==> src/rtl/core/md4_pkg.sv <==
// MD4 digest package: widths, constants, block types and round functions.
package md4_pkg;

  localparam int WORD_W    = 32;
  localparam int BYTE_W    = 8;
  localparam int NUM_WORDS = 16;
  localparam int CV_WORDS  = 4;
  localparam int CNT_W     = 61;

  // Initial chaining words
  localparam logic [WORD_W-1:0] IV0 = 32'h67452301;
  localparam logic [WORD_W-1:0] IV1 = 32'hefcdab89;
  localparam logic [WORD_W-1:0] IV2 = 32'h98badcfe;
  localparam logic [WORD_W-1:0] IV3 = 32'h10325476;

  // Round constants for the second and third rounds
  localparam logic [WORD_W-1:0] K2 = 32'h5a827999;
  localparam logic [WORD_W-1:0] K3 = 32'h6ed9eba1;

  localparam logic [BYTE_W-1:0] PAD_BYTE  = 8'h80;
  localparam logic [5:0]        LAST_RND  = 6'd47;
  localparam logic [5:0]        LAST_POS  = 6'd63;
  localparam logic [1:0]        LAST_IDX  = 2'd3;
  localparam logic [1:0]        PH_R1     = 2'd0;
  localparam logic [1:0]        PH_R2     = 2'd1;
  localparam logic [2:0]        LEN_SLOT  = 3'b111;

  typedef logic [WORD_W-1:0] md4_word_t;

  // One 64-byte block in flight from front to back
  typedef struct packed {
    logic [NUM_WORDS-1:0][WORD_W-1:0] words;
    logic                             last_blk;
  } md4_blk_t;

  typedef struct packed {
    logic     valid;
    md4_blk_t blk;
  } md4_push_t;

  typedef struct packed {
    logic full;
    logic empty;
  } md4_qstat_t;

  // Rotate left by s
  function automatic md4_word_t md4_rol(input md4_word_t x, input logic [4:0] s);
    logic [2*WORD_W-1:0] dbl;
    dbl = {x, x} << s;
    return dbl[2*WORD_W-1:WORD_W];
  endfunction

  // Message word used by round step rnd
  function automatic logic [3:0] md4_word_idx(input logic [5:0] rnd);
    logic [3:0] j;
    logic [3:0] idx;
    j = rnd[3:0];
    case (rnd[5:4])
      PH_R1:   idx = j;
      PH_R2:   idx = {j[1:0], j[3:2]};
      default: idx = {j[0], j[1], j[2], j[3]};
    endcase
    return idx;
  endfunction

  // Rotation amount of round step rnd
  function automatic logic [4:0] md4_rot(input logic [5:0] rnd);
    logic [4:0] s;
    case (rnd[5:4])
      PH_R1: begin
        case (rnd[1:0])
          2'd0:    s = 5'd3;
          2'd1:    s = 5'd7;
          2'd2:    s = 5'd11;
          default: s = 5'd19;
        endcase
      end
      PH_R2: begin
        case (rnd[1:0])
          2'd0:    s = 5'd3;
          2'd1:    s = 5'd5;
          2'd2:    s = 5'd9;
          default: s = 5'd13;
        endcase
      end
      default: begin
        case (rnd[1:0])
          2'd0:    s = 5'd3;
          2'd1:    s = 5'd9;
          2'd2:    s = 5'd11;
          default: s = 5'd15;
        endcase
      end
    endcase
    return s;
  endfunction

  // New b word of one round step
  function automatic md4_word_t md4_step(input md4_word_t a, input md4_word_t b,
                                         input md4_word_t c, input md4_word_t d,
                                         input md4_word_t w, input logic [5:0] rnd);
    md4_word_t f;
    md4_word_t k;
    case (rnd[5:4])
      PH_R1: begin
        f = d ^ (b & (c ^ d));
        k = '0;
      end
      PH_R2: begin
        f = (b & (c | d)) | (c & d);
        k = K2;
      end
      default: begin
        f = b ^ c ^ d;
        k = K3;
      end
    endcase
    return md4_rol(a + f + w + k, md4_rot(rnd));
  endfunction

endpackage

==> src/rtl/core/md4_in_if.sv <==
// Byte input channel: valid/ready handshake with message byte payload.
interface md4_in_if import md4_pkg::*; ();
  logic              valid;
  logic              ready;
  logic [BYTE_W-1:0] data_byte;
  logic              byte_present;
  logic              last_byte;

  modport source(output valid, data_byte, byte_present, last_byte, input ready);
  modport sink(input valid, data_byte, byte_present, last_byte, output ready);
endinterface

==> src/rtl/core/md4_out_if.sv <==
// Digest output channel: valid/ready handshake with one chaining word per transfer.
interface md4_out_if import md4_pkg::*; ();
  logic              valid;
  logic              ready;
  logic [WORD_W-1:0] digest_word;
  logic [1:0]        word_index;
  logic              last_word;

  modport source(output valid, digest_word, word_index, last_word, input ready);
  modport sink(input valid, digest_word, word_index, last_word, output ready);
endinterface

==> src/rtl/core/md4_message_digest.sv <==
// MD4 digest top level: byte front end, block queue and compression back end.
//
//  channel   dir  handshake        word carries
//  in_chan   in   valid / ready    data_byte, byte_present, last_byte
//  out_chan  out  valid / ready    digest_word, word_index, last_word
//
// The front takes one word per cycle while it is not padding and the block
// queue has room; a byte that completes a block pushes it in the same cycle.
// The back handles one block at a time: load, 48 round steps, fold.
// After a last_byte word the front pushes one or two padding blocks; the
// digest then leaves as four words, one per accepted transfer. Reset is
// synchronous, active low; a stalled output holds the back and, once the queue fills, the front.
module md4_message_digest import md4_pkg::*; #(
  parameter int QUEUE_DEPTH = 2
) (
  input  logic        clk,
  input  logic        rst_n,
  md4_in_if.sink      in_chan,
  md4_out_if.source   out_chan
);

  md4_push_t  q_push;
  md4_qstat_t q_stat;
  md4_blk_t   q_head;
  logic       q_pop;

  md4_front u_front (
    .clk     (clk),
    .rst_n   (rst_n),
    .in_chan (in_chan),
    .q_stat  (q_stat),
    .q_push  (q_push)
  );

  md4_blk_queue #(
    .DEPTH (QUEUE_DEPTH)
  ) u_queue (
    .clk   (clk),
    .rst_n (rst_n),
    .push  (q_push),
    .pop   (q_pop),
    .head  (q_head),
    .stat  (q_stat)
  );

  md4_back u_back (
    .clk      (clk),
    .rst_n    (rst_n),
    .head     (q_head),
    .q_stat   (q_stat),
    .q_pop    (q_pop),
    .out_chan (out_chan)
  );

endmodule

==> src/rtl/core/md4_front.sv <==
// Front end: gathers bytes into blocks, counts length and builds the padding blocks.
module md4_front import md4_pkg::*; (
  input  logic         clk,
  input  logic         rst_n,
  md4_in_if.sink       in_chan,
  input  md4_qstat_t   q_stat,
  output md4_push_t    q_push
);

  typedef enum logic [2:0] {
    F_ACC = 3'b001,
    F_PAD = 3'b010,
    F_LEN = 3'b100
  } md4_fstate_t;

  md4_fstate_t                      state_r, state_nxt;
  logic [NUM_WORDS-1:0][WORD_W-1:0] blk_r, blk_nxt;
  logic [CNT_W-1:0]                 cnt_r, cnt_nxt;

  logic [5:0]                       pos;
  logic [3:0]                       wi;
  logic [1:0]                       lane;
  logic                             accept;
  md4_word_t                        byte_word;
  md4_word_t                        new_word;
  logic [NUM_WORDS-1:0][WORD_W-1:0] merged;
  logic [NUM_WORDS-1:0][WORD_W-1:0] padded;
  md4_word_t                        len_lo;
  md4_word_t                        len_hi;
  logic                             two_blk;

  assign pos       = cnt_r[5:0];
  assign wi        = pos[5:2];
  assign lane      = pos[1:0];
  assign len_lo    = {cnt_r[28:0], 3'b000};
  assign len_hi    = cnt_r[CNT_W-1:29];
  assign two_blk   = (pos[5:3] == LEN_SLOT);

  assign in_chan.ready = (state_r == F_ACC) && !q_stat.full;
  assign accept        = in_chan.valid && in_chan.ready;

  // Merge the incoming byte into its lane; lane zero starts a fresh word
  assign byte_word = {{(WORD_W-BYTE_W){1'b0}}, in_chan.data_byte};
  assign new_word  = (lane == 2'd0) ? byte_word
                                    : (blk_r[wi] | (byte_word << {lane, 3'b000}));

  always_comb begin
    merged     = blk_r;
    merged[wi] = new_word;
  end

  // Keep bytes below the end mark, place the pad byte, zero the rest
  always_comb begin
    logic [5:0] bidx;
    padded = '0;
    for (int k = 0; k < NUM_WORDS; k++) begin
      for (int l = 0; l < 4; l++) begin
        bidx = 6'(k * 4 + l);
        if (bidx < pos) begin
          padded[k][8*l +: 8] = blk_r[k][8*l +: 8];
        end else if (bidx == pos) begin
          padded[k][8*l +: 8] = PAD_BYTE;
        end
      end
    end
  end

  // Sequence byte intake and padding pushes
  always_comb begin
    state_nxt = state_r;
    blk_nxt   = blk_r;
    cnt_nxt   = cnt_r;
    q_push    = '0;
    q_push.blk.words = merged;
    case (state_r)
      F_ACC: begin
        if (accept) begin
          if (in_chan.byte_present) begin
            blk_nxt = merged;
            cnt_nxt = cnt_r + CNT_W'(1);
            if (pos == LAST_POS) begin
              q_push.valid = 1'b1;
            end
          end
          if (in_chan.last_byte) begin
            state_nxt = F_PAD;
          end
        end
      end
      F_PAD: begin
        q_push.blk.words = padded;
        if (!two_blk) begin
          q_push.blk.words[NUM_WORDS-2] = len_lo;
          q_push.blk.words[NUM_WORDS-1] = len_hi;
          q_push.blk.last_blk           = 1'b1;
        end
        if (!q_stat.full) begin
          q_push.valid = 1'b1;
          if (two_blk) begin
            state_nxt = F_LEN;
          end else begin
            cnt_nxt   = '0;
            state_nxt = F_ACC;
          end
        end
      end
      F_LEN: begin
        q_push.blk.words              = '0;
        q_push.blk.words[NUM_WORDS-2] = len_lo;
        q_push.blk.words[NUM_WORDS-1] = len_hi;
        q_push.blk.last_blk           = 1'b1;
        if (!q_stat.full) begin
          q_push.valid = 1'b1;
          cnt_nxt      = '0;
          state_nxt    = F_ACC;
        end
      end
      default: begin
        state_nxt = F_ACC;
      end
    endcase
  end

  always_ff @(posedge clk) begin
    if (!rst_n) begin
      state_r <= F_ACC;
      cnt_r   <= '0;
    end else begin
      state_r <= state_nxt;
      cnt_r   <= cnt_nxt;
    end
  end

  // Block words need no reset
  always_ff @(posedge clk) begin
    blk_r <= blk_nxt;
  end

endmodule

==> src/rtl/core/md4_blk_queue.sv <==
// Block queue between front and back: up to DEPTH full blocks in flight.
module md4_blk_queue import md4_pkg::*; #(
  parameter int DEPTH = 2
) (
  input  logic       clk,
  input  logic       rst_n,
  input  md4_push_t  push,
  input  logic       pop,
  output md4_blk_t   head,
  output md4_qstat_t stat
);

  localparam int PW = (DEPTH > 1) ? $clog2(DEPTH) : 1;
  localparam int CW = $clog2(DEPTH + 1);

  md4_blk_t        mem_r [DEPTH];
  logic [PW-1:0]   wr_ptr_r, wr_ptr_nxt;
  logic [PW-1:0]   rd_ptr_r, rd_ptr_nxt;
  logic [CW-1:0]   cnt_r, cnt_nxt;

  assign stat.full  = (cnt_r == CW'(DEPTH));
  assign stat.empty = (cnt_r == '0);
  assign head       = mem_r[rd_ptr_r];

  // Advance pointers and occupancy
  always_comb begin
    wr_ptr_nxt = wr_ptr_r;
    rd_ptr_nxt = rd_ptr_r;
    cnt_nxt    = cnt_r;
    if (push.valid) begin
      wr_ptr_nxt = (wr_ptr_r == PW'(DEPTH - 1)) ? '0 : wr_ptr_r + PW'(1);
    end
    if (pop) begin
      rd_ptr_nxt = (rd_ptr_r == PW'(DEPTH - 1)) ? '0 : rd_ptr_r + PW'(1);
    end
    case ({push.valid, pop})
      2'b10:   cnt_nxt = cnt_r + CW'(1);
      2'b01:   cnt_nxt = cnt_r - CW'(1);
      default: cnt_nxt = cnt_r;
    endcase
  end

  always_ff @(posedge clk) begin
    if (!rst_n) begin
      wr_ptr_r <= '0;
      rd_ptr_r <= '0;
      cnt_r    <= '0;
    end else begin
      wr_ptr_r <= wr_ptr_nxt;
      rd_ptr_r <= rd_ptr_nxt;
      cnt_r    <= cnt_nxt;
    end
  end

  // Store the pushed block
  always_ff @(posedge clk) begin
    if (push.valid) begin
      mem_r[wr_ptr_r] <= push.blk;
    end
  end

  a_no_overflow: assert property (@(posedge clk) disable iff (!rst_n)
    push.valid |-> (!stat.full || pop))
    else $error("block pushed into full queue");

  a_no_underflow: assert property (@(posedge clk) disable iff (!rst_n)
    pop |-> !stat.empty)
    else $error("block popped from empty queue");

  a_cnt_bound: assert property (@(posedge clk) disable iff (!rst_n)
    cnt_r <= CW'(DEPTH))
    else $error("queue occupancy beyond depth");

endmodule

==> src/rtl/core/md4_back.sv <==
// Back end: 48-step compression, one step per cycle, and digest word output.
module md4_back import md4_pkg::*; (
  input  logic         clk,
  input  logic         rst_n,
  input  md4_blk_t     head,
  input  md4_qstat_t   q_stat,
  output logic         q_pop,
  md4_out_if.source    out_chan
);

  typedef enum logic [3:0] {
    B_IDLE = 4'b0001,
    B_RND  = 4'b0010,
    B_ADD  = 4'b0100,
    B_OUT  = 4'b1000
  } md4_bstate_t;

  md4_bstate_t                     state_r, state_nxt;
  logic [CV_WORDS-1:0][WORD_W-1:0] cv_r, cv_nxt;
  md4_word_t                       a_r, b_r, c_r, d_r;
  md4_word_t                       a_nxt, b_nxt, c_nxt, d_nxt;
  logic [5:0]                      rnd_r, rnd_nxt;
  logic [1:0]                      oidx_r, oidx_nxt;
  md4_word_t                       step_word;

  assign step_word = md4_step(a_r, b_r, c_r, d_r, head.words[md4_word_idx(rnd_r)], rnd_r);

  assign out_chan.valid       = (state_r == B_OUT);
  assign out_chan.digest_word = cv_r[oidx_r];
  assign out_chan.word_index  = oidx_r;
  assign out_chan.last_word   = (oidx_r == LAST_IDX);

  // Load, run the rounds, fold into the chaining value, then emit
  always_comb begin
    state_nxt = state_r;
    cv_nxt    = cv_r;
    a_nxt     = a_r;
    b_nxt     = b_r;
    c_nxt     = c_r;
    d_nxt     = d_r;
    rnd_nxt   = rnd_r;
    oidx_nxt  = oidx_r;
    q_pop     = 1'b0;
    case (state_r)
      B_IDLE: begin
        if (!q_stat.empty) begin
          a_nxt     = cv_r[0];
          b_nxt     = cv_r[1];
          c_nxt     = cv_r[2];
          d_nxt     = cv_r[3];
          rnd_nxt   = '0;
          state_nxt = B_RND;
        end
      end
      B_RND: begin
        a_nxt = d_r;
        d_nxt = c_r;
        c_nxt = b_r;
        b_nxt = step_word;
        if (rnd_r == LAST_RND) begin
          state_nxt = B_ADD;
        end else begin
          rnd_nxt = rnd_r + 6'd1;
        end
      end
      B_ADD: begin
        cv_nxt[0] = cv_r[0] + a_r;
        cv_nxt[1] = cv_r[1] + b_r;
        cv_nxt[2] = cv_r[2] + c_r;
        cv_nxt[3] = cv_r[3] + d_r;
        q_pop     = 1'b1;
        if (head.last_blk) begin
          oidx_nxt  = '0;
          state_nxt = B_OUT;
        end else begin
          state_nxt = B_IDLE;
        end
      end
      B_OUT: begin
        if (out_chan.ready) begin
          if (oidx_r == LAST_IDX) begin
            cv_nxt    = {IV3, IV2, IV1, IV0};
            state_nxt = B_IDLE;
          end else begin
            oidx_nxt = oidx_r + 2'd1;
          end
        end
      end
      default: begin
        state_nxt = B_IDLE;
      end
    endcase
  end

  always_ff @(posedge clk) begin
    if (!rst_n) begin
      state_r <= B_IDLE;
      cv_r    <= {IV3, IV2, IV1, IV0};
      rnd_r   <= '0;
      oidx_r  <= '0;
    end else begin
      state_r <= state_nxt;
      cv_r    <= cv_nxt;
      rnd_r   <= rnd_nxt;
      oidx_r  <= oidx_nxt;
    end
  end

  // Working words need no reset
  always_ff @(posedge clk) begin
    a_r <= a_nxt;
    b_r <= b_nxt;
    c_r <= c_nxt;
    d_r <= d_nxt;
  end

  a_cv_restart: assert property (@(posedge clk) disable iff (!rst_n)
    (out_chan.valid && out_chan.ready && out_chan.last_word)
      |=> (cv_r[0] == IV0 && cv_r[3] == IV3 && state_r == B_IDLE))
    else $error("chaining value not restored after digest");

  a_rnd_bound: assert property (@(posedge clk) disable iff (!rst_n)
    (state_r == B_RND) |-> (rnd_r <= LAST_RND))
    else $error("round counter out of range");

endmodule

==> src/flat_wrapper.sv <==
// flat-port wrapper written by rule: the top's interface ports become plain ports
module md4_message_digest_flat import md4_pkg::*;
#(
  parameter int QUEUE_DEPTH = 2
)
  (clk, rst_n, in_chan_valid, in_chan_data_byte, in_chan_byte_present, in_chan_last_byte, in_chan_ready, out_chan_valid, out_chan_digest_word, out_chan_word_index, out_chan_last_word, out_chan_ready);
  md4_in_if in_chan_i ();
  md4_out_if out_chan_i ();
  input  logic clk;
  input  logic rst_n;
  input wire logic [$bits(in_chan_i.valid)-1:0] in_chan_valid;
  input wire logic [$bits(in_chan_i.data_byte)-1:0] in_chan_data_byte;
  input wire logic [$bits(in_chan_i.byte_present)-1:0] in_chan_byte_present;
  input wire logic [$bits(in_chan_i.last_byte)-1:0] in_chan_last_byte;
  output wire logic [$bits(in_chan_i.ready)-1:0] in_chan_ready;
  output wire logic [$bits(out_chan_i.valid)-1:0] out_chan_valid;
  output wire logic [$bits(out_chan_i.digest_word)-1:0] out_chan_digest_word;
  output wire logic [$bits(out_chan_i.word_index)-1:0] out_chan_word_index;
  output wire logic [$bits(out_chan_i.last_word)-1:0] out_chan_last_word;
  input wire logic [$bits(out_chan_i.ready)-1:0] out_chan_ready;
  assign in_chan_i.valid = in_chan_valid;
  assign in_chan_i.data_byte = in_chan_data_byte;
  assign in_chan_i.byte_present = in_chan_byte_present;
  assign in_chan_i.last_byte = in_chan_last_byte;
  assign in_chan_ready = in_chan_i.ready;
  assign out_chan_valid = out_chan_i.valid;
  assign out_chan_digest_word = out_chan_i.digest_word;
  assign out_chan_word_index = out_chan_i.word_index;
  assign out_chan_last_word = out_chan_i.last_word;
  assign out_chan_i.ready = out_chan_ready;
  md4_message_digest #(.QUEUE_DEPTH(QUEUE_DEPTH)) u_core (.clk(clk), .rst_n(rst_n), .in_chan(in_chan_i), .out_chan(out_chan_i));
endmodule
==> config.mk <==
export PLATFORM = sky130hd
export DESIGN_NAME = md4_message_digest_flat
export DESIGN_NICKNAME = d
export VERILOG_FILES = /design/src/rtl/core/md4_pkg.sv /design/src/rtl/core/md4_in_if.sv /design/src/rtl/core/md4_out_if.sv /design/src/rtl/core/md4_message_digest.sv /design/src/rtl/core/md4_front.sv /design/src/rtl/core/md4_blk_queue.sv /design/src/rtl/core/md4_back.sv /design/src/flat_wrapper.sv
export SDC_FILE = /design/constraint.sdc
export NUM_CORES = 2
export LEC_CHECK = 0
export BUFFER_PORTS_ARGS = -buffer_cell sky130_fd_sc_hd__clkbuf_2
export CORE_UTILIZATION = 27
export DETAILED_ROUTE_END_ITERATION = 8
export PLACE_DENSITY = 0.43
export SYNTH_ARGS = -nofsm -noshare
export SYNTH_HDL_FRONTEND = slang
export SYNTH_SLANG_ARGS = --single-unit
==> constraint.sdc <==
create_clock -name clk -period 62.9 [get_ports clk]
set_input_delay 12.58 -clock clk [delete_from_list [all_inputs] [get_ports clk]]
set_output_delay 12.58 -clock clk [all_outputs]
set_load 0.05 [all_outputs]
==> results.py <==
metrics = {
    "run_status": {
        "outcome": "finished clean",
    },
    "grt": {
        "grt-ovfl-total": 0,
        "grt_max_degree": 163,
        "grtUsageTotal_pct": 18.6,
        "grt_pass1_wl_um": 497000,
        "grt_pass1_vias": 67900,
        "antenna_found_initial": 16,
    },
    "logic_synthesis": {
        "synth.most_common_cell": "edfxtp_1",
        "synth_area_leaders": "edfxtp_1 51%, mux4_2 10%, nand2_1 4.9%",
        "synth_area_leader_cell": "edfxtp_1",
        "ys_seq_elements": 1875,
        "synth_top_area_share_pct": 51.2,
        "synthCells": 8065,
        "syn_nets": 8374,
        "syn_area_mm2": 0.0978,
        "synth_area_per_cell_um2": 12.1,
        "yosysWarnings": 0,
        "yosysSeqAreaShare_pct": 55.4,
        "ys.flop_type": "edfxtp_1",
        "synth_cell_types": 115,
        "netlist_top_cells_count": "1666 x edfxtp_1, 1270 x nand2_1, 764 x o21ai_0",
        "synth_edf_count": 1666,
        "synthArstFlopShare_pct": 0,
    },
    "finish": {
        "syn2layout_area_growth_pct": 13.0,
        "nets": 8290,
        "design_area_mm2": 0.110,
        "register_area_mm2": 0.0542,
        "drive_gt1_share_pct": 13.9,
        "fillers": 36000,
        "multi_input_area_mm2": 0.0407,
    },
    "sta": {
        "period_needed_ps": 16730,
        "setup_viol": 0,
        "tightest_slew_ps": 1250,
        "finalHoldViolCount": 0,
        "rsz0062_at_grt": "no",
        "slew_headroom_pct": 16.1,
        "tns_ps": 0,
        "final.setup_skew_ps": 134,
        "post-route-period-util_pct": 26.6,
        "max_freq_mhz": 59.8,
        "maxSlewViolCount": 0,
        "holdWs_ps": 501,
        "finalWorstSetupSlack_ps": 46170,
    },
    "power": {
        "total_power_mw": 2.73,
        "ir_drop_mv": 0.0244,
        "p_leak_nw": 39.1,
        "power_density_mw_per_mm2": 24.7,
    },
    "clocking": {
        "cts_tree": "done",
        "cts.sinks": 1875,
        "cts_resized": 0,
        "clkTransAtPathRegs_ps": 60,
        "clkLatencyLatePin_ps": 930,
        "post_cts_buffers": 0,
        "numCtsBuffers": 216,
        "ctsHtreeMaxLevel": 4,
        "hold_buffers": 0,
        "clock_path_buffers": 4,
        "cts_root_buf": "clkbuf_16",
    },
    "die": {
        "core_mm2": 0.360,
        "start_util_pct": 27.2,
        "die_w_um": 604,
        "io_pins": 51,
        "die-area_mm2": 0.365,
        "die_y_um": 604,
        "rows": 220,
    },
    "critical_path": {
        "crit_type": "in2reg",
        "crit_path_max_fanout": 128,
        "endpoint_kind": "flip-flop",
        "cpMostUsedCell": "buf_4",
        "rr_worst_depth": 26,
        "critPathLaunchType": "input port",
        "cp_cell_sequence": "clkbuf_2, and3_4, a22oi_1, nor2_4, buf_4, buf_12, buf_4",
        "reg2reg_to": "u_core.u_back.b_r[20]$_DFFE_PP_",
        "max_stage_delay_ps": 940,
        "r2r_start": "u_core.u_back.rnd_r[2]$_SDFFE_PN0P_",
        "critPathSlowestCell": "buf_4",
        "rrSetupSlack_ps": 52800,
        "cp_data_required_time_ps": 63430,
        "worstPathArrival_ps": 17260,
    },
    "routing": {
        "route.detailed.drc": 0,
        "ant_nets": 0,
        "wirelength_um": 348000,
        "vias": 68500,
        "drt_first_pass_iters": 6,
        "wl_per_cell_um": 26.9,
        "via_per_inst": 5.30,
        "drt_iter0_drc": 5979,
    },
    "job": {
        "maxCapViolCount": 0,
    },
    "place": {
        "hpwlAfterDp_um": 224000,
        "gp_congestion": 0.847,
        "io_buffers": 50,
        "dp_slack_ps": 45120,
        "post_dp_cell_area_mm2": 0.104,
    },
    "worst_hold_path": {
        "holdPathStages": 2,
        "holdPathEnd": "u_core.u_back.cv_r[72]$_SDFFE_PN0P_",
        "min_path_type": "reg2reg",
        "hold_start": "u_core.u_back.cv_r[72]$_SDFFE_PN0P_",
    },
}
critical path: cells and delay by family:
family / cells / cell delay [ps]
buffers and inverters: 4 / 2510
and+or+nand+nor: 2 / 1450
AOI/OAI and AO/OA: 1 / 360
worst max-delay path by stage:
stage                               startpoint                                endpoint  slack, ps  depth (start not counted)
final                            in_chan_valid  u_core.u_queue.mem_r[0][238]$_DFFE_PP_      46170                          7
after global routing             in_chan_valid   u_core.u_queue.mem_r[0][14]$_DFFE_PP_      45860                          7
after CTS                        in_chan_valid   u_core.u_queue.mem_r[0][46]$_DFFE_PP_      46100                          7
after detailed placement         in_chan_valid  u_core.u_queue.mem_r[0][260]$_DFFE_PP_      45120                          7
after global placement           in_chan_valid  u_core.u_queue.mem_r[0][108]$_DFFE_PP_      45170                          7
after floorplan           in_chan_byte_present    u_core.u_queue.mem_r[1][0]$_DFFE_PP_      11880                          3
layout make-up:
class | count | share of cell area (%)
flip-flops and latches | 1875 | 49.1
inverters | 250 | 0.854
repair buffers | 231 | 1.56
multi-input cells | 5407 | 36.9
clock inverters | 93 | 0.739
clock buffers | 294 | 5.45
well taps | 4773 | 5.41
diodes | 3 | 0.00680
metal layers:
metal / wire (um) / share of wire, % / global-route usage, % / vias to the layer above
met5: 26 / 0.0075 / 0 / -
met4: 10700 / 3.1 / 5.36 / 4
met3: 19600 / 5.6 / 2.51 / 493
met2: 166000 / 48 / 31.2 / 2209
met1: 152000 / 44 / 25.0 / 35200
li1: - / - / - / 30500
cell usage in the layout (no fill, tap or decap), types with 37 or more instances in the layout:
master / instances
a21o_1: 81
nor2_1: 370
o21ai_0: 757
dfxtp_1: 202
o21a_1: 58
nand3_1: 142
clkbuf_16: 221
a22o_1: 393
clkinv_1: 37
clkbuf_1: 51
nor3_1: 45
a22oi_1: 97
inv_1: 242
buf_4: 172
o21ai_1: 91
mux4_2: 442
fa_1: 59
xnor2_1: 165
nor2b_1: 42
and3_1: 80
xor2_1: 74
a211oi_1: 53
edfxtp_1: 1666
o22ai_1: 57
a21oi_1: 344
clkbuf_2: 49
nand2_1: 1254
mux2i_1: 60
nand2b_1: 42
ha_1: 236
a31oi_1: 43
state kept, by name, indices dropped and copies added, names as in the netlist, named ones only:
signal                             flops
u_core.u_back.a_r                     32
u_core.u_back.b_r                     32
u_core.u_back.c_r                     32
u_core.u_back.cv_r                   128
u_core.u_back.d_r                     32
u_core.u_back.out_chan.word_index      2
u_core.u_back.rnd_r                    6
u_core.u_back.state_r                  4
u_core.u_front.blk_r                 512
u_core.u_front.cnt_r                  61
u_core.u_front.state_r                 3
u_core.u_queue.cnt_r                   2
u_core.u_queue.mem_r                1026
u_core.u_queue.rd_ptr_r                1
u_core.u_queue.wr_ptr_r                1
report_power, final:
part	switching [mW]	total (mW)	leakage, nW	internal [mW]
registers	0.0118	1.38	16.9	1.37
clock network	0.528	1.25	3.35	0.719
logic	0.0716	0.104	18.8	0.0329
cells by family after synthesis:
kind of cell	after synthesis	share of synthesized area [%]
AO/OA/AOI/OAI	2196	14.5
XOR/XNOR	240	2.16
multiplexers	519	11.0
AND/OR/NAND/NOR	2157	9.47
adder cells (fa/ha/maj)	295	4.23
flip-flops	1875	55.4
buffers and inverters	783	3.18
per-stage QoR:
stage | utilization, % | instances
3_3_place_gp | 28.8 | 12500
6_report | 30.7 | 12900
3_5_place_dp | 28.8 | 12500
2_1_floorplan | - | 8065
5_1_grt | 30.7 | 12900
4_1_cts | 30.7 | 12900
Note: power is estimated with default switching activity, not from simulation.
